==> src/hw/rtl/sdspi_pkg.sv <==
package sdspi_pkg;

  localparam int MaxBlockBytes = 512;
  localparam int MaxRespBytes  = 5;
  localparam int BlkCntW       = $clog2(MaxBlockBytes + 1);
  localparam int RespIdxW      = $clog2(MaxRespBytes);
  localparam int RespCntW      = $clog2(MaxRespBytes + 1);

  localparam logic [1:0] OP_INIT = 2'd0;
  localparam logic [1:0] OP_CMD  = 2'd1;
  localparam logic [1:0] OP_READ = 2'd2;
  localparam logic [1:0] OP_BYTE = 2'd3;

  localparam logic [3:0] ST_OK       = 4'd0;
  localparam logic [3:0] ST_ILLEGAL  = 4'd1;
  localparam logic [3:0] ST_TIMEOUT  = 4'd2;
  localparam logic [3:0] ST_R1ERR    = 4'd3;
  localparam logic [3:0] ST_WRONG    = 4'd4;
  localparam logic [3:0] ST_VOLTAGE  = 4'd5;
  localparam logic [3:0] ST_CAPACITY = 4'd6;
  localparam logic [3:0] ST_INACTIVE = 4'd7;
  localparam logic [3:0] ST_TOKEN    = 4'd8;

  localparam logic [1:0] REG_BLOCK_LEN = 2'd0;
  localparam logic [1:0] REG_POLL_LIM  = 2'd1;
  localparam logic [1:0] REG_RETRY_LIM = 2'd2;
  localparam logic [1:0] REG_PRECLOCK  = 2'd3;

  typedef enum logic [3:0] {
    PH_IDLE, PH_PRE, PH_FRAME, PH_POLL, PH_RESP, PH_TAIL,
    PH_BPOLL, PH_TOKEN, PH_DATA, PH_BTAIL
  } phase_t;

  typedef enum logic [1:0] {KIND_CMD, KIND_INIT, KIND_READ} kind_t;

  typedef struct packed {
    logic [1:0]  opcode;
    logic [7:0]  command_index;
    logic [31:0] command_argument;
    logic [2:0]  response_length;
    logic [7:0]  rx_byte;
  } in_req_t;

  typedef struct packed {
    logic       tx_valid;
    logic [7:0] tx_byte;
    logic       chip_select_n;
    logic       data_valid;
    logic       data_kind;
    logic [7:0] data_byte;
    logic       done_res;
    logic [3:0] status;
    logic [7:0] error_code_byte;
    logic       high_capacity_card;
  } out_req_t;

  // classified request handed from front to engine
  typedef struct packed {
    logic [1:0]  opcode;
    logic [7:0]  idx;
    logic [31:0] arg;
    logic [RespCntW-1:0] len;
    logic [7:0]  rx;
  } cls_req_t;

endpackage

==> src/hw/rtl/sd_spi_init_and_block_read_unit.sv <==
// Channel | Direction | Handshake           | Payload
// in_     | input     | in_valid/in_stall   | in_data  (sdspi_pkg::in_req_t)
// out_    | output    | out_valid/out_stall | out_data (sdspi_pkg::out_req_t)
// cfg_    | input     | APB psel/penable    | pwdata/prdata, four registers
//
// Each request gives exactly one result. An accepted request is written into
// the front queue, popped by the engine when its output register can move,
// and its result is registered there; the engine takes one request a cycle
// while its output register can move. The front queue holds two requests and
// stalls the input only when full. rst_n is synchronous, active low: engine
// idle, chip select high, registers at their defaults. out_stall holds the
// result register and backs up the queue.
module sd_spi_init_and_block_read_unit (
  input  logic                clk,
  input  logic                rst_n,
  input  logic                in_valid,
  output logic                in_stall,
  input  sdspi_pkg::in_req_t  in_data,
  output logic                out_valid,
  input  logic                out_stall,
  output sdspi_pkg::out_req_t out_data,
  input  logic                cfg_psel,
  input  logic                cfg_penable,
  input  logic                cfg_pwrite,
  input  logic [3:0]          cfg_paddr,
  input  logic [31:0]         cfg_pwdata,
  output logic [31:0]         cfg_prdata,
  output logic                cfg_pready
);
  import sdspi_pkg::*;

  logic [9:0] blk_len_r;
  logic [7:0] poll_lim_r, retry_lim_r;
  logic [4:0] preclk_r;
  logic       q_valid, q_pop, cfg_wr;
  cls_req_t   q_data;
  logic [1:0] ra;

  assign cfg_pready = 1'b1;
  assign cfg_wr = cfg_psel && cfg_penable && cfg_pwrite;
  assign ra = cfg_paddr[3:2];

  // register write: ignore the unaligned low address bits
  always_ff @(posedge clk) begin
    if (!rst_n) begin
      blk_len_r <= 10'd512; poll_lim_r <= 8'd100; retry_lim_r <= 8'd100; preclk_r <= 5'd10;
    end else if (cfg_wr) begin
      case (ra)
        REG_BLOCK_LEN: blk_len_r   <= cfg_pwdata[9:0];
        REG_POLL_LIM:  poll_lim_r  <= cfg_pwdata[7:0];
        REG_RETRY_LIM: retry_lim_r <= cfg_pwdata[7:0];
        default:       preclk_r    <= cfg_pwdata[4:0];
      endcase
    end
  end

  always_comb begin
    case (ra)
      REG_BLOCK_LEN: cfg_prdata = {22'd0, blk_len_r};
      REG_POLL_LIM:  cfg_prdata = {24'd0, poll_lim_r};
      REG_RETRY_LIM: cfg_prdata = {24'd0, retry_lim_r};
      default:       cfg_prdata = {27'd0, preclk_r};
    endcase
  end

  sdspi_front u_front (
    .clk, .rst_n, .in_valid, .in_stall, .in_data,
    .q_valid, .q_pop, .q_data
  );

  sdspi_engine u_engine (
    .clk, .rst_n, .q_valid, .q_pop, .q_data,
    .block_length(blk_len_r), .poll_limit(poll_lim_r),
    .init_retry_limit(retry_lim_r), .preclock_bytes(preclk_r),
    .out_valid, .out_stall, .out_data
  );
endmodule

==> src/hw/rtl/sdspi_front.sv <==
module sdspi_front (
  input  logic                clk,
  input  logic                rst_n,
  input  logic                in_valid,
  output logic                in_stall,
  input  sdspi_pkg::in_req_t  in_data,
  output logic                q_valid,
  input  logic                q_pop,
  output sdspi_pkg::cls_req_t q_data
);
  import sdspi_pkg::*;

  // two-entry queue; the engine checks opcode against its own phase on pop
  cls_req_t   mem_r [2];
  logic       wp_r, rp_r;
  logic [1:0] cnt_r;
  cls_req_t   c;
  logic       push;
  logic [2:0] ln;

  assign in_stall = (cnt_r == 2'd2);
  assign push     = in_valid && !in_stall;
  assign q_valid  = (cnt_r != 2'd0);
  assign q_data   = mem_r[rp_r];

  // clamp the response length into 1..MaxRespBytes
  always_comb begin
    ln = (in_data.response_length == 3'd0) ? 3'd1 :
         (in_data.response_length > 3'(MaxRespBytes)) ? 3'(MaxRespBytes)
                                                       : in_data.response_length;
    c.opcode = in_data.opcode;
    c.idx    = in_data.command_index;
    c.arg    = in_data.command_argument;
    c.len    = RespCntW'(ln);
    c.rx     = in_data.rx_byte;
  end

  always_ff @(posedge clk) begin
    if (!rst_n) begin
      wp_r <= 1'b0; rp_r <= 1'b0; cnt_r <= 2'd0;
    end else begin
      if (push) wp_r <= ~wp_r;
      if (q_pop) rp_r <= ~rp_r;
      cnt_r <= cnt_r + {1'b0, push} - {1'b0, q_pop};
    end
    if (push) mem_r[wp_r] <= c;
  end
endmodule

==> src/hw/rtl/sdspi_engine.sv <==
module sdspi_engine (
  input  logic                clk,
  input  logic                rst_n,
  input  logic                q_valid,
  output logic                q_pop,
  input  sdspi_pkg::cls_req_t q_data,
  input  logic [9:0]          block_length,
  input  logic [7:0]          poll_limit,
  input  logic [7:0]          init_retry_limit,
  input  logic [4:0]          preclock_bytes,
  output logic                out_valid,
  input  logic                out_stall,
  output sdspi_pkg::out_req_t out_data
);
  import sdspi_pkg::*;

  phase_t      phase_r, phase_nxt;
  kind_t       kind_r, kind_nxt;
  logic [BlkCntW-1:0] bc_r, bc_nxt;
  logic [7:0]  pc_r, pc_nxt, rc_r, rc_nxt;
  logic [7:0]  rs_r [MaxRespBytes];
  logic [31:0] arg_r, arg_nxt;
  logic [7:0]  crc_r, crc_nxt;
  logic        v2_r, v2_nxt, cs_r, cs_nxt;
  logic [2:0]  step_r, step_nxt;
  logic [RespCntW-1:0] rl_r, rl_nxt;
  logic        rs_we;
  logic [RespIdxW-1:0] rs_wa;
  out_req_t    o, ob_r;
  logic        ov_r;
  logic        fire;
  logic        wrong;
  logic [7:0]  rx, plim, rlim, ilim;
  logic [4:0]  plk;
  logic [BlkCntW-1:0] blen;

  assign fire  = q_valid && (!ov_r || !out_stall);
  assign q_pop = fire;
  assign out_valid = ov_r;
  assign out_data  = ob_r;
  assign rx = q_data.rx;
  // a received byte needs a busy engine, a start needs an idle one
  assign wrong = (q_data.opcode == OP_BYTE) != (phase_r != PH_IDLE);

  function automatic logic [7:0] crc_of(input logic [7:0] i);
    crc_of = (i == 8'd8) ? 8'h87 : (i == 8'd0) ? 8'h95 : 8'h01;
  endfunction

  always_comb begin
    logic [7:0] ci;
    logic [31:0] ca;
    logic [RespCntW-1:0] cl;
    logic       go;
    logic [7:0] r1;
    logic [BlkCntW-1:0] bcp;
    ci = 8'd0; ca = 32'd0; cl = '0; go = 1'b0; r1 = rs_r[0];
    bcp = bc_r + 1'b1;
    plim = (poll_limit == 8'd0) ? 8'd1 : poll_limit;
    ilim = (init_retry_limit == 8'd0) ? 8'd1 : init_retry_limit;
    plk  = (preclock_bytes == 5'd0) ? 5'd1 : preclock_bytes;
    blen = (block_length == 10'd0) ? BlkCntW'(1) :
           ({1'b0, block_length} > 11'(MaxBlockBytes)) ? BlkCntW'(MaxBlockBytes)
                                                        : BlkCntW'(block_length);
    rlim = 8'd0;
    phase_nxt = phase_r; kind_nxt = kind_r; bc_nxt = bc_r; pc_nxt = pc_r;
    rc_nxt = rc_r; arg_nxt = arg_r; crc_nxt = crc_r; v2_nxt = v2_r;
    cs_nxt = cs_r; step_nxt = step_r; rl_nxt = rl_r;
    rs_we = 1'b0; rs_wa = '0;
    o = '0;
    if (wrong) begin
      o.done_res = 1'b1; o.status = ST_WRONG;
    end else begin
      case (q_data.opcode)
        OP_INIT: begin
          kind_nxt = KIND_INIT; cs_nxt = 1'b1; v2_nxt = 1'b0; rc_nxt = 8'd0;
          bc_nxt = BlkCntW'(1); phase_nxt = PH_PRE; o.tx_valid = 1'b1; o.tx_byte = 8'hFF;
        end
        OP_CMD: begin
          kind_nxt = KIND_CMD;
          if (q_data.idx > 8'd63) begin
            phase_nxt = PH_IDLE; o.done_res = 1'b1; o.status = ST_ILLEGAL;
          end else begin
            go = 1'b1; ci = q_data.idx; ca = q_data.arg; cl = q_data.len;
          end
        end
        OP_READ: begin
          kind_nxt = KIND_READ; cs_nxt = 1'b0; pc_nxt = 8'd1; phase_nxt = PH_BPOLL;
          o.tx_valid = 1'b1; o.tx_byte = 8'hFF;
        end
        default: begin
          case (phase_r)
            PH_PRE: begin
              if (bc_r >= BlkCntW'(plk)) begin
                go = 1'b1; step_nxt = 3'd0; cl = RespCntW'(1);
              end else begin
                bc_nxt = bcp; o.tx_valid = 1'b1; o.tx_byte = 8'hFF;
              end
            end
            PH_FRAME: begin
              o.tx_valid = 1'b1;
              if (bc_r < BlkCntW'(5)) begin
                o.tx_byte = arg_r[31:24]; arg_nxt = {arg_r[23:0], 8'h00}; bc_nxt = bcp;
              end else if (bc_r == BlkCntW'(5)) begin
                o.tx_byte = crc_r; bc_nxt = BlkCntW'(6);
              end else begin
                pc_nxt = 8'd1; phase_nxt = PH_POLL; o.tx_byte = 8'hFF;
              end
            end
            PH_POLL, PH_BPOLL, PH_TOKEN: begin
              if (rx == 8'hFF) begin
                if (pc_r >= plim) begin
                  o.done_res = 1'b1; o.status = ST_TIMEOUT; phase_nxt = PH_IDLE;
                end else begin
                  pc_nxt = pc_r + 8'd1; o.tx_valid = 1'b1; o.tx_byte = 8'hFF;
                end
              end else if (phase_r == PH_POLL) begin
                rs_we = 1'b1;
                o.data_valid = 1'b1; o.data_byte = rx;
                if (kind_r == KIND_INIT && step_r == 3'd1 && rx == 8'h05) begin
                  v2_nxt = 1'b0; go = 1'b1; step_nxt = 3'd2;
                  ci = 8'd58; cl = RespCntW'(5);
                end else if (rx != 8'h00 && rx != 8'h01) begin
                  o.done_res = 1'b1; o.status = ST_R1ERR; o.error_code_byte = rx;
                  phase_nxt = PH_IDLE;
                end else begin
                  bc_nxt = BlkCntW'(1);
                  phase_nxt = (rl_r > RespCntW'(1)) ? PH_RESP : PH_TAIL;
                  o.tx_valid = 1'b1; o.tx_byte = 8'hFF;
                end
              end else if (phase_r == PH_BPOLL) begin
                o.data_valid = 1'b1; o.data_byte = rx;
                if (rx != 8'h00) begin
                  o.done_res = 1'b1; o.status = ST_INACTIVE; phase_nxt = PH_IDLE;
                end else begin
                  pc_nxt = 8'd1; phase_nxt = PH_TOKEN; o.tx_valid = 1'b1; o.tx_byte = 8'hFF;
                end
              end else begin
                if (rx != 8'hFE) begin
                  o.done_res = 1'b1; o.status = ST_TOKEN; o.error_code_byte = rx;
                  phase_nxt = PH_IDLE;
                end else begin
                  bc_nxt = '0; phase_nxt = PH_DATA; o.tx_valid = 1'b1; o.tx_byte = 8'hFF;
                end
              end
            end
            PH_RESP: begin
              rs_we = 1'b1; rs_wa = RespIdxW'(bc_r);
              o.data_valid = 1'b1; o.data_byte = rx;
              bc_nxt = bcp;
              if (bcp >= BlkCntW'(rl_r)) phase_nxt = PH_TAIL;
              o.tx_valid = 1'b1; o.tx_byte = 8'hFF;
            end
            PH_TAIL: begin
              if (kind_r != KIND_INIT) begin
                o.done_res = 1'b1; phase_nxt = PH_IDLE;
              end else begin
                case (step_r)
                  3'd0: if (r1 != 8'h01) begin
                    o.done_res = 1'b1; o.status = ST_R1ERR; o.error_code_byte = r1;
                  end else begin
                    go = 1'b1; step_nxt = 3'd1; ci = 8'd8; ca = 32'h000001AA;
                    cl = RespCntW'(5);
                  end
                  3'd1: if (r1 != 8'h01) begin
                    o.done_res = 1'b1; o.status = ST_R1ERR; o.error_code_byte = r1;
                  end else if (rs_r[3] != 8'h01) begin
                    o.done_res = 1'b1; o.status = ST_VOLTAGE;
                  end else begin
                    v2_nxt = 1'b1; go = 1'b1; step_nxt = 3'd2; ci = 8'd58;
                    cl = RespCntW'(5);
                  end
                  3'd2: if (r1 != 8'h01) begin
                    o.done_res = 1'b1; o.status = ST_R1ERR; o.error_code_byte = r1;
                  end else if ((rs_r[2] & 8'h30) != 8'h30) begin
                    o.done_res = 1'b1; o.status = ST_VOLTAGE;
                  end else begin
                    rc_nxt = 8'd0; go = 1'b1; step_nxt = 3'd3; ci = 8'd55;
                    cl = RespCntW'(1);
                  end
                  3'd3: begin
                    go = 1'b1; step_nxt = 3'd4; ci = 8'd41; cl = RespCntW'(1);
                    ca = v2_r ? 32'h40000000 : 32'd0;
                  end
                  3'd4: begin
                    rlim = (rc_r < 8'd255) ? rc_r + 8'd1 : rc_r;
                    rc_nxt = rlim;
                    if (r1 == 8'h00) begin
                      go = 1'b1; step_nxt = 3'd5; ci = 8'd58; cl = RespCntW'(5);
                    end else if (rlim >= ilim) begin
                      o.done_res = 1'b1; o.status = ST_TIMEOUT;
                    end else begin
                      go = 1'b1; step_nxt = 3'd3; ci = 8'd55; cl = RespCntW'(1);
                    end
                  end
                  default: if (r1 != 8'h00) begin
                    o.done_res = 1'b1; o.status = ST_R1ERR; o.error_code_byte = r1;
                  end else if ((rs_r[1] & 8'hC0) != 8'hC0) begin
                    o.done_res = 1'b1; o.status = ST_CAPACITY;
                  end else begin
                    o.done_res = 1'b1;
                  end
                endcase
                if (!go) phase_nxt = PH_IDLE;
              end
            end
            PH_DATA: begin
              o.data_valid = 1'b1; o.data_kind = 1'b1; o.data_byte = rx;
              o.tx_valid = 1'b1; o.tx_byte = 8'hFF;
              if (bcp >= blen) begin
                bc_nxt = '0; phase_nxt = PH_BTAIL;
              end else begin
                bc_nxt = bcp;
              end
            end
            PH_BTAIL: begin
              bc_nxt = bcp;
              if (bcp >= BlkCntW'(3)) begin
                o.done_res = 1'b1; phase_nxt = PH_IDLE;
              end else begin
                o.tx_valid = 1'b1; o.tx_byte = 8'hFF;
              end
            end
            default: ;
          endcase
        end
      endcase
      if (go) begin
        arg_nxt = ca; crc_nxt = crc_of(ci); rl_nxt = cl; bc_nxt = BlkCntW'(1);
        phase_nxt = PH_FRAME; cs_nxt = 1'b0;
        o.tx_valid = 1'b1; o.tx_byte = 8'h40 | ci;
      end
      // init and block read always release chip select when they end
      if (o.done_res && kind_nxt != KIND_CMD) cs_nxt = 1'b1;
    end
    o.chip_select_n = cs_nxt;
    o.high_capacity_card = v2_nxt;
  end

  always_ff @(posedge clk) begin
    if (!rst_n) begin
      phase_r <= PH_IDLE; kind_r <= KIND_CMD; bc_r <= '0; pc_r <= 8'd0; rc_r <= 8'd0;
      arg_r <= 32'd0; crc_r <= 8'h01; v2_r <= 1'b0; cs_r <= 1'b1; step_r <= 3'd0;
      rl_r <= RespCntW'(1); ov_r <= 1'b0;
    end else begin
      if (fire) begin
        phase_r <= phase_nxt; kind_r <= kind_nxt; bc_r <= bc_nxt; pc_r <= pc_nxt;
        rc_r <= rc_nxt; arg_r <= arg_nxt; crc_r <= crc_nxt; v2_r <= v2_nxt;
        cs_r <= cs_nxt; step_r <= step_nxt; rl_r <= rl_nxt;
      end
      if (fire) ov_r <= 1'b1;
      else if (!out_stall) ov_r <= 1'b0;
    end
    if (fire) ob_r <= o;
    if (fire && rs_we) rs_r[rs_wa] <= rx;
  end

  a_done_idle: assert property (@(posedge clk) disable iff (!rst_n)
    fire && o.done_res && !wrong |=> phase_r == PH_IDLE) else $error("done not idle");
  a_tx_zero: assert property (@(posedge clk) disable iff (!rst_n)
    out_valid && !out_data.tx_valid |-> out_data.tx_byte == 8'h00) else $error("tx byte");
  a_stat: assert property (@(posedge clk) disable iff (!rst_n)
    out_valid && !out_data.done_res |-> out_data.status == ST_OK) else $error("status");
endmodule
==> config.mk <==
export PLATFORM = sky130hd
export DESIGN_NAME = sd_spi_init_and_block_read_unit
export DESIGN_NICKNAME = d
export VERILOG_FILES = /design/src/hw/rtl/sdspi_pkg.sv /design/src/hw/rtl/sd_spi_init_and_block_read_unit.sv /design/src/hw/rtl/sdspi_front.sv /design/src/hw/rtl/sdspi_engine.sv
export SDC_FILE = /design/constraint.sdc
export NUM_CORES = 1
export LEC_CHECK = 0
export BUFFER_PORTS_ARGS = -buffer_cell sky130_fd_sc_hd__clkbuf_2
export CORE_UTILIZATION = 59
export DETAILED_ROUTE_END_ITERATION = 12
export PLACE_DENSITY = 0.9
export SLEW_MARGIN = 20
export SYNTH_ARGS = -nofsm -noshare
export SYNTH_HDL_FRONTEND = slang
export SYNTH_HIERARCHICAL = 1
export SYNTH_SLANG_ARGS = --single-unit
==> constraint.sdc <==
create_clock -name clk -period 5.65 [get_ports clk]
set_clock_uncertainty 0.2 [all_clocks]
set_input_delay 0.2825 -clock clk [delete_from_list [all_inputs] [get_ports clk]]
set_output_delay 0.2825 -clock clk [all_outputs]
set_load 0.02 [all_outputs]
==> results of run 1 <==
-- through the flow --
step	cell area [um2]	hold slack [ns]	instances
after floorplan	14300	0.181	1332
after global placement	14900	0.249	1686
after detailed placement	14900	0.255	1686
after CTS	16400	0.0483	1803
after global routing	16400	0.0696	1803
final	16400	0.0689	1803
-- cell type report --
class                           count  area [um2]
Sequential cell                   272        7050
Clock buffer                       36         719
Multi-Input combinational cell    921        6570
Fill cell                        1673        7170
Clock inverter                     14         186
Inverter                           43         161
Tap cell                          319         399
Timing Repair Buffer              198        1360
-- worst paths after layout --
path | start | end | slack, ns | depth (start not counted)
worst max-delay path | u_engine/rc_r[0] | u_engine/arg_r[8] | 1.03 | 13
worst min-delay path | cfg_penable | preclk_r[3] | 0.07 | 4
worst max register to register | u_engine/rc_r[0] | u_engine/arg_r[8] | 1.03 | 13
worst min register to register | u_engine/crc_r[2] | u_engine/crc_r[2] | 0.26 | 2
-- flip-flops by register name, summed over array words and instances (netlist names), named ones only --
| name | cells |
|---|---|
| retry_lim_r | 8 |
| u_front/mem_r | 106 |
| u_engine/rc_r | 8 |
| u_engine/crc_r | 3 |
| u_front/cnt_r | 2 |
| u_front/wp_r | 1 |
| u_engine/v2_r | 1 |
| u_engine/rl_r | 3 |
| blk_len_r | 10 |
| u_engine/bc_r | 10 |
| preclk_r | 5 |
| u_engine/step_r | 3 |
| u_front/rp_r | 1 |
| u_engine/out_data | 34 |
| u_engine/phase_r | 4 |
| u_engine/rs_r | 20 |
| u_engine/kind_r | 2 |
| u_engine/arg_r | 32 |
| poll_lim_r | 8 |
| u_engine/out_valid | 1 |
| u_engine/cs_r | 1 |
| u_engine/pc_r | 8 |
-- per-layer routing --
metal	up-vias	global-route usage (%)	routed length (um)
li1	5143	-	-
met1	5363	35.5	14400
met2	529	49.7	17700
met3	135	5.84	2730
met4	2	13.0	1650
met5	-	0	9
-- critical path: stages (launching register included) --
cell and delay, ns:
dfxtp_1 0.40, ha_1 0.21, and3_1 0.25, nand3_1 0.23, xnor2_1 0.27, ha_1 0.27, nand2b_1 0.16, a2111oi_0 0.44
o31ai_1 0.26, a21oi_2 0.41, a211o_4 0.30, o21a_1 0.74, nand4_1 0.18, o211a_1 0.19
-- where the power goes --
part | leakage (nW) | switching, W | total, W | internal (W)
clock | 0.446 | 0.000766 | 0.00185 | 0.00108
combinational | 3.62 | 0.00127 | 0.00201 | 0.000735
sequential | 2.41 | 0.000196 | 0.00270 | 0.00250
total | 6.48 | 0.00223 | 0.00655 | 0.00432
-- cell usage in the layout, fill, tap and decap left out, types with 15 or more instances in the layout --
cell,instances
a21oi_1,51
a221oi_1,26
a22oi_1,24
and2_1,20
buf_4,15
clkbuf_16,27
clkbuf_2,116
conb_1,23
dfxtp_1,111
dlygate4sd3_1,67
edfxtp_1,160
ha_1,47
inv_1,42
mux2_4,50
mux2i_1,38
nand2_1,123
nand2b_1,15
nand3_1,36
nand4_1,18
nor2_1,93
nor2b_1,43
nor3_1,20
nor3b_1,25
o21ai_0,47
-- cell families (layout without fill, tap and decap cells) --
logic type               count (synthesis)  after routing  synth area share, %
AO/OA/AOI/OAI                          265            265                 13.0
XOR/XNOR                                16             16                0.982
adder cells (fa/ha/maj)                 47             47                 4.12
buffers and inverters                  139            291                 5.48
flip-flops                             272            272                 49.4
multiplexers                            97             97                 9.08
other                                    2             23               0.0526
AND/OR/NAND/NOR                        473            473                 17.9
-- what timing repair did --
action | in CTS | in global routing
hold endpoints to repair | 140 | 0
buffers inserted | 0 | 0
hold buffers | 67 | 0
==> insert_results.sql, run 1 <==
INSERT INTO impl_metrics (metric_group, metric, value, unit) VALUES
('outcome', 'result_of_the_run', 'finished, final reports clean', ''),
('yosys', 'netlist_top_cells_count', '160 x edfxtp_1, 123 x nand2_1, 112 x dfxtp_1', ''),
('placed_design', 'detailedPlace.worstSlack', '1.13', 'ns'),
('yosys', 'async_reset_ff_share', '0', '%'),
('timing', 'rsz0062_at_grt', 'no', ''),
('cts', 'postCtsResizedCells', '0', ''),
('yosys', 'synth_flop_cell', 'edfxtp_1', ''),
('placed_design', 'dp_hpwl', '24000', 'um'),
('floorplan', 'start_util', '60.4', '%'),
('critical_path', 'required', '5.89', 'ns'),
('placed_design', 'place_congestion', '0.992', ''),
('floorplan', 'fp.dieW', '158', 'um'),
('yosys', 'synth_top_cell_area_share', '33.7', '%'),
('cts', 'worstSkewPairLatency', '0.55', 'ns'),
('yosys', 'yosysWarningCount', '6', ''),
('yosys', 'yosys-top-cells-area', 'edfxtp_1 34%, dfxtp_1 16%, mux2_4 5.3%', ''),
('cts', 'cts_tree', 'done', ''),
('yosys', 'part_of_the_yosys_area_used_for_sequential_elements', '49.4', '%'),
('layout', 'diodes', '0', ''),
('timing', 'timing.fmax', '216', 'MHz'),
('route', 'route.detailed.wl_per_inst', '20.2', 'um'),
('global_routing', 'global_route.overflow_total', '0', ''),
('worst_hold_path', 'timing.hold.worst.class', 'in -> reg', ''),
('timing', 'timing_worst_slew_pin_value', '1.03', 'ns'),
('floorplan', 'die-height', '158', 'um'),
('pwr', 'p_leak', '6.48', 'nW'),
('timing', 'min_period_over_period', '81.8', '%'),
('critical_path', 'crit_arrival', '4.86', 'ns'),
('yosys', 'synth-edff-count', '160', ''),
('cts', 'cts-root-buf', 'clkbuf_16', ''),
('pwr', 'totalPowerFinal', '0.00655', 'W'),
('timing', 'setup_total_negative_slack', '0', 'ns'),
('cts', 'htreeDepth', '1', ''),
('cts', 'cts_buffers', '27', ''),
('route', 'drt_pre_antenna_iters', '6', ''),
('critical_path', 'worst_setup_path_start_kind', 'flip-flop', ''),
('global_routing', 'grt_antenna_before_repair', '1', ''),
('layout', 'syn_to_final_growth', '15.3', '%'),
('global_routing', 'global_route.usage.total', '29.1', '%'),
('timing', 'hold_viol', '0', ''),
('critical_path', 'crit_path_max_fanout', '26', ''),
('yosys', 'synth_cell_type_count', '99', ''),
('route', 'route.detailed.vias_per_inst', '6.20', ''),
('route', 'detail_route.drc_violations', '0', ''),
('critical_path', 'worst_setup_path_end_kind', 'flip-flop', ''),
('layout', 'layout.nets', '1606', ''),
('cts', 'clk_pin_slew', '0.06', 'ns'),
('timing', 'layout_min_cycle_time', '4.62', 'ns'),
('critical_path', 'timing.setup.critical_path_class', 'reg -> reg', ''),
('layout', 'final_core_utilization', '69.7', '%'),
('global_routing', 'grt_pass1_vias', '10700', ''),
('route', 'vias', '11200', ''),
('global_routing', 'grt_max_degree', '71', ''),
('timing', 'drv_slew', '0', ''),
('yosys', 'synth_top_cell_by_area', 'edfxtp_1', ''),
('pwr', 'ir_drop', '372', 'uV'),
('cts', 'clock_path_buffers', '3', ''),
('timing', 'worst_rel_slew_slack', '30.8', '%'),
('layout', 'final_layout_size_suffix_gt1_share', '18.1', '%'),
('route', 'drt_antenna_net_count', '0', ''),
('yosys', 'syn-mean-instance-area', '10.9', 'um2'),
('floorplan', 'io_pins', '165', ''),
('cts', 'cts_sinks', '272', ''),
('floorplan', 'floorplan.rows', '56', ''),
('global_routing', 'wire_length_of_the_first_global_routing_pass', '55800', 'um'),
('route', 'drt-total-wl', '36500', 'um'),
('floorplan', 'placeableCoreArea', '23600', 'um2'),
('placed_design', 'buffer_ports.inserted', '117', ''),
('flow_run', 'max_cap_viol_count', '0', ''),
('yosys', 'synthesized_flop_and_latch_total', '272', ''),
('yosys', 'netlist_area', '14300', 'um2'),
('yosys', 'most_used_standard_cell_by_instance_count_after_synthesis', 'edfxtp_1', ''),
('route', 'initialDrtViolationCount', '1131', ''),
('timing', 'finalSetupViolations', '0', ''),
('yosys', 'synth_cells', '1311', ''),
('timing', 'finalWorstSetupSlack', '1.03', 'ns'),
('pwr', 'pwr_density_cell', '399', 'nW/um2'),
('floorplan', 'die_area', '24800', 'um2');
Note: power is estimated with default switching activity, not from simulation.
==> inputs of run 2 (changes only) <==
ABC_AREA = 1   (was default)
clock period = 4.4 ns   (was 5.65 ns; I/O delays follow)
==> run 2 against run 1 <==
Area after synthesis grew 2.0%. Core utilization grew 0.79 points. Non-clock buffer count grew 22. Worst setup slack lost 0.74 ns. Sequential cell count is the same. Final area grew 3.8%. Critical endpoint is now u_engine/out_data[31]. Largest power group is now combinational cells.
==> insert_results.sql, run 2 <==
INSERT INTO impl_metrics (metric_group, metric, value, unit) VALUES
('outcome', 'result_of_the_run', 'finished, final reports clean', ''),
('layout', 'registers.top_by_ff_count', 'u_front/mem_r', ''),
('critical_path', 'worstReg2RegEnd', 'u_engine/out_data[31]', ''),
('yosys', 'synth-edff-count', '160', ''),
('cts', 'clock_path_buffers', '3', ''),
('global_routing', 'grt_pass1_vias', '12300', ''),
('floorplan', 'die-height', '159', 'um'),
('global_routing', 'global_route.overflow_total', '0', ''),
('route', 'drt_antenna_net_count', '0', ''),
('cts', 'cts-root-buf', 'clkbuf_16', ''),
('pwr', 'p_leak', '7.57', 'nW'),
('yosys', 'yosys-top-cells-area', 'edfxtp_1 33%, dfxtp_1 15%, nand2_1 11%', ''),
('floorplan', 'io_pins', '165', ''),
('placed_design', 'dp_hpwl', '26300', 'um'),
('timing', 'timing.fmax', '243', 'MHz'),
('yosys', 'post_synth_xor_area_fraction', '0.602', '%'),
('layout', 'commonest_cells_after_routing_fill_and_taps_aside', '419 x nand2_1, 233 x nor2_1, 160 x edfxtp_1, 151 x inv_1, 117 x clkbuf_2', ''),
('yosys', 'synth_top_cell_by_area', 'edfxtp_1', ''),
('critical_path', 'r2r_start', 'u_engine/rc_r[1]', ''),
('yosys', 'syn-mean-instance-area', '8.58', 'um2'),
('critical_path', 'required', '4.53', 'ns'),
('yosys', 'synth_cells', '1697', ''),
('route', 'route.detailed.vias_per_inst', '5.78', ''),
('yosys', 'synth_top_family_by_area', 'simple AND/OR/NAND/NOR gates', ''),
('global_routing', 'global_route.usage.total', '32.1', '%'),
('pwr', 'ir_drop', '442', 'uV'),
('placed_design', 'buffer_ports.inserted', '117', ''),
('layout', 'final_layout_size_suffix_gt1_share', '15.6', '%'),
('yosys', 'yosysWarningCount', '6', ''),
('worst_hold_path', 'timing.hold.worst.class', 'in -> reg', ''),
('critical_path', 'r2r_cells', '23', ''),
('yosys', 'synth_compound_gate_area_share', '7.32', '%'),
('yosys', 'synth_cell_type_count', '58', ''),
('route', 'vias', '13000', ''),
('critical_path', 'worst_setup_path_start_kind', 'flip-flop', ''),
('cts', 'clk_pin_slew', '0.07', 'ns'),
('cts', 'cts_sinks', '272', ''),
('pwr', 'totalPowerFinal', '0.00999', 'W'),
('pwr', 'pwr_density_cell', '585', 'nW/um2'),
('cts', 'cts_tree', 'done', ''),
('yosys', 'post_synth_fa_ha_maj_area_fraction', '4.04', '%'),
('yosys', 'synth_simple_gate_area_share', '26.1', '%'),
('yosys', 'synth_flop_cell', 'edfxtp_1', ''),
('yosys', 'netlist_top_cells_count', '419 x nand2_1, 235 x nor2_1, 160 x edfxtp_1', ''),
('layout', 'syn_to_final_growth', '17.4', '%'),
('yosys', 'synthesized_flop_and_latch_total', '272', ''),
('worst_hold_path', 'timing.hold.worst_path_depth', '2', ''),
('worst_hold_path', 'min_to', 'u_front/mem_r[1][23]', ''),
('timing', 'finalSetupViolations', '0', ''),
('route', 'initialDrtViolationCount', '1447', ''),
('floorplan', 'placeableCoreArea', '24200', 'um2'),
('floorplan', 'fp.dieW', '159', 'um'),
('timing', 'worst_rel_slew_slack', '24.3', '%'),
('global_routing', 'grt_antenna_before_repair', '0', ''),
('critical_path', 'rrSetupSlack', '0.29', 'ns'),
('yosys', 'most_used_standard_cell_by_instance_count_after_synthesis', 'nand2_1', ''),
('route', 'detail_route.drc_violations', '0', ''),
('timing', 'hold_viol', '0', ''),
('timing', 'drv_slew', '0', ''),
('layout', 'diodes', '0', ''),
('layout', 'layout.nets', '2041', ''),
('placed_design', 'place_congestion', '0.969', ''),
('timing', 'timing_worst_slew_pin_value', '1.13', 'ns'),
('critical_path', 'crit_path_max_fanout', '15', ''),
('floorplan', 'floorplan.rows', '57', ''),
('critical_path', 'timing.setup.critical_path_class', 'reg -> reg', ''),
('yosys', 'proportion_of_synthesized_area_in_mux_cells', '5.39', '%'),
('critical_path', 'crit_arrival', '4.24', 'ns'),
('layout', 'final_core_utilization', '70.4', '%'),
('layout', 'layout_commonest_cell', 'nand2_1', ''),
('timing', 'min_period_over_period', '93.5', '%'),
('global_routing', 'grt_max_degree', '49', ''),
('cts', 'cts_buffers', '28', ''),
('floorplan', 'die_area', '25300', 'um2'),
('layout', 'largest_register_ff_count', '106', ''),
('yosys', 'async_reset_ff_share', '0', '%'),
('route', 'drt-total-wl', '41200', 'um'),
('route', 'route.detailed.wl_per_inst', '18.4', 'um'),
('worst_hold_path', 'min-delay-start', 'in_data[23]', ''),
('flow_run', 'max_cap_viol_count', '0', ''),
('yosys', 'synth_top_cell_area_share', '33.0', '%'),
('yosys', 'netlist_area', '14600', 'um2'),
('timing', 'setup_total_negative_slack', '0', 'ns'),
('timing', 'layout_min_cycle_time', '4.11', 'ns'),
('critical_path', 'worst_setup_path_end_kind', 'flip-flop', ''),
('floorplan', 'start_util', '60.0', '%'),
('yosys', 'part_of_the_yosys_area_used_for_sequential_elements', '48.4', '%'),
('global_routing', 'wire_length_of_the_first_global_routing_pass', '64700', 'um'),
('cts', 'htreeDepth', '1', ''),
('cts', 'worstSkewPairLatency', '0.57', 'ns'),
('route', 'drt_pre_antenna_iters', '7', '');
-- run 2: changes by cell type in the layout (fill, tap and decap cells not counted), sizes merged, moves of 38 or more --
| cell | delta |
|---|---|
| nand2 | +301 |
| inv | +127 |
| nor2 | +159 |
| nand3 | +78 |
| nor2b | -44 |
| mux2i | -38 |
-- run 2: layer usage --
metal | global-route usage, % | part of all wire [%] | vias to the layer above
met4 | 13.7 | 4.4 | 0
li1 | - | - | 6004
met5 | 0 | 0 | -
met2 | 55.1 | 48 | 782
met1 | 40.5 | 39 | 6035
met3 | 4.79 | 8.6 | 160
-- run 2: worst max path at each step --
| stage | start | end | cells past startpoint |
|---|---|---|---|
| floorplan | u_engine/rc_r[0] | u_engine/out_data[30] | 19 |
| global placement | u_engine/rc_r[0] | u_engine/out_data[31] | 23 |
| detailed placement | u_engine/rc_r[0] | u_engine/out_data[31] | 23 |
| CTS | u_engine/rc_r[0] | u_engine/out_data[31] | 23 |
| global route | u_engine/rc_r[0] | u_engine/arg_r[14] | 22 |
| finish | u_engine/rc_r[1] | u_engine/out_data[31] | 23 |
-- run 2: kinds of logic (layout without fill, tap and decap cells) --
kind of cell | count (synthesis) | after routing
flip-flops | 272 | 272
multiplexers | 53 | 53
adder cells (fa/ha/maj) | 47 | 47
buffers and inverters | 242 | 444
other | 2 | 23
XOR/XNOR | 10 | 10
AO/OA/AOI/OAI | 194 | 194
AND/OR/NAND/NOR | 877 | 877
-- run 2: timing repair --
action | 4_1_cts | 5_1_grt
setup endpoints to repair | 0 | 60
setup buffers | 0 | 0
resized for setup | 0 | 5
hold buffers | 84 | 0
endpoints found under the hold margin | 139 | 0
-- run 2: final cells by class --
| type | count | area (um2) |
|---|---|---|
| fillers | 1765 | 7170 |
| inverters | 172 | 649 |
| repair buffers | 220 | 1590 |
| clock inverters | 18 | 186 |
| clock buffers | 34 | 764 |
| well taps | 324 | 405 |
| flip-flops and latches | 272 | 7050 |
| multi-input cells | 1204 | 6430 |
-- run 2: critical path: stages (launching register included) --
cell,delay [ns]
dfxtp_1,0.36
ha_1,0.16
inv_1,0.07
nor4_2,0.35
nand3_2,0.21
inv_1,0.16
nor2_1,0.06
xor2_1,0.16
ha_1,0.32
nand2_1,0.08
nor2_1,0.11
nor2_1,0.05
nand2_1,0.06
nand2_1,0.14
nand2_1,0.11
nand2_1,0.08
nand3_1,0.18
nand4_2,0.18
nand2_4,0.24
inv_2,0.13
nor2_4,0.22
o21ai_0,0.12
nand2_1,0.07
inv_1,0.04
-- run 2: stage by stage --
step	setup slack, ns	instances	area [um2]	hold slack [ns]
after floorplan	0.970	1718	14600	0.113
final	0.287	2244	17100	0.175
after global placement	0.353	2108	15300	0.208
after CTS	0.107	2244	17100	0.163
after global routing	-0.0116	2244	17100	0.176
after detailed placement	0.130	2108	15300	0.212
-- run 2: report_power, final --
part / internal [W] / total (W) / switching (W)
clock network: 0.00137 / 0.00243 / 0.00106
logic: 0.00134 / 0.00387 / 0.00253
registers: 0.00334 / 0.00369 / 0.000355
total: 0.00605 / 0.00999 / 0.00394
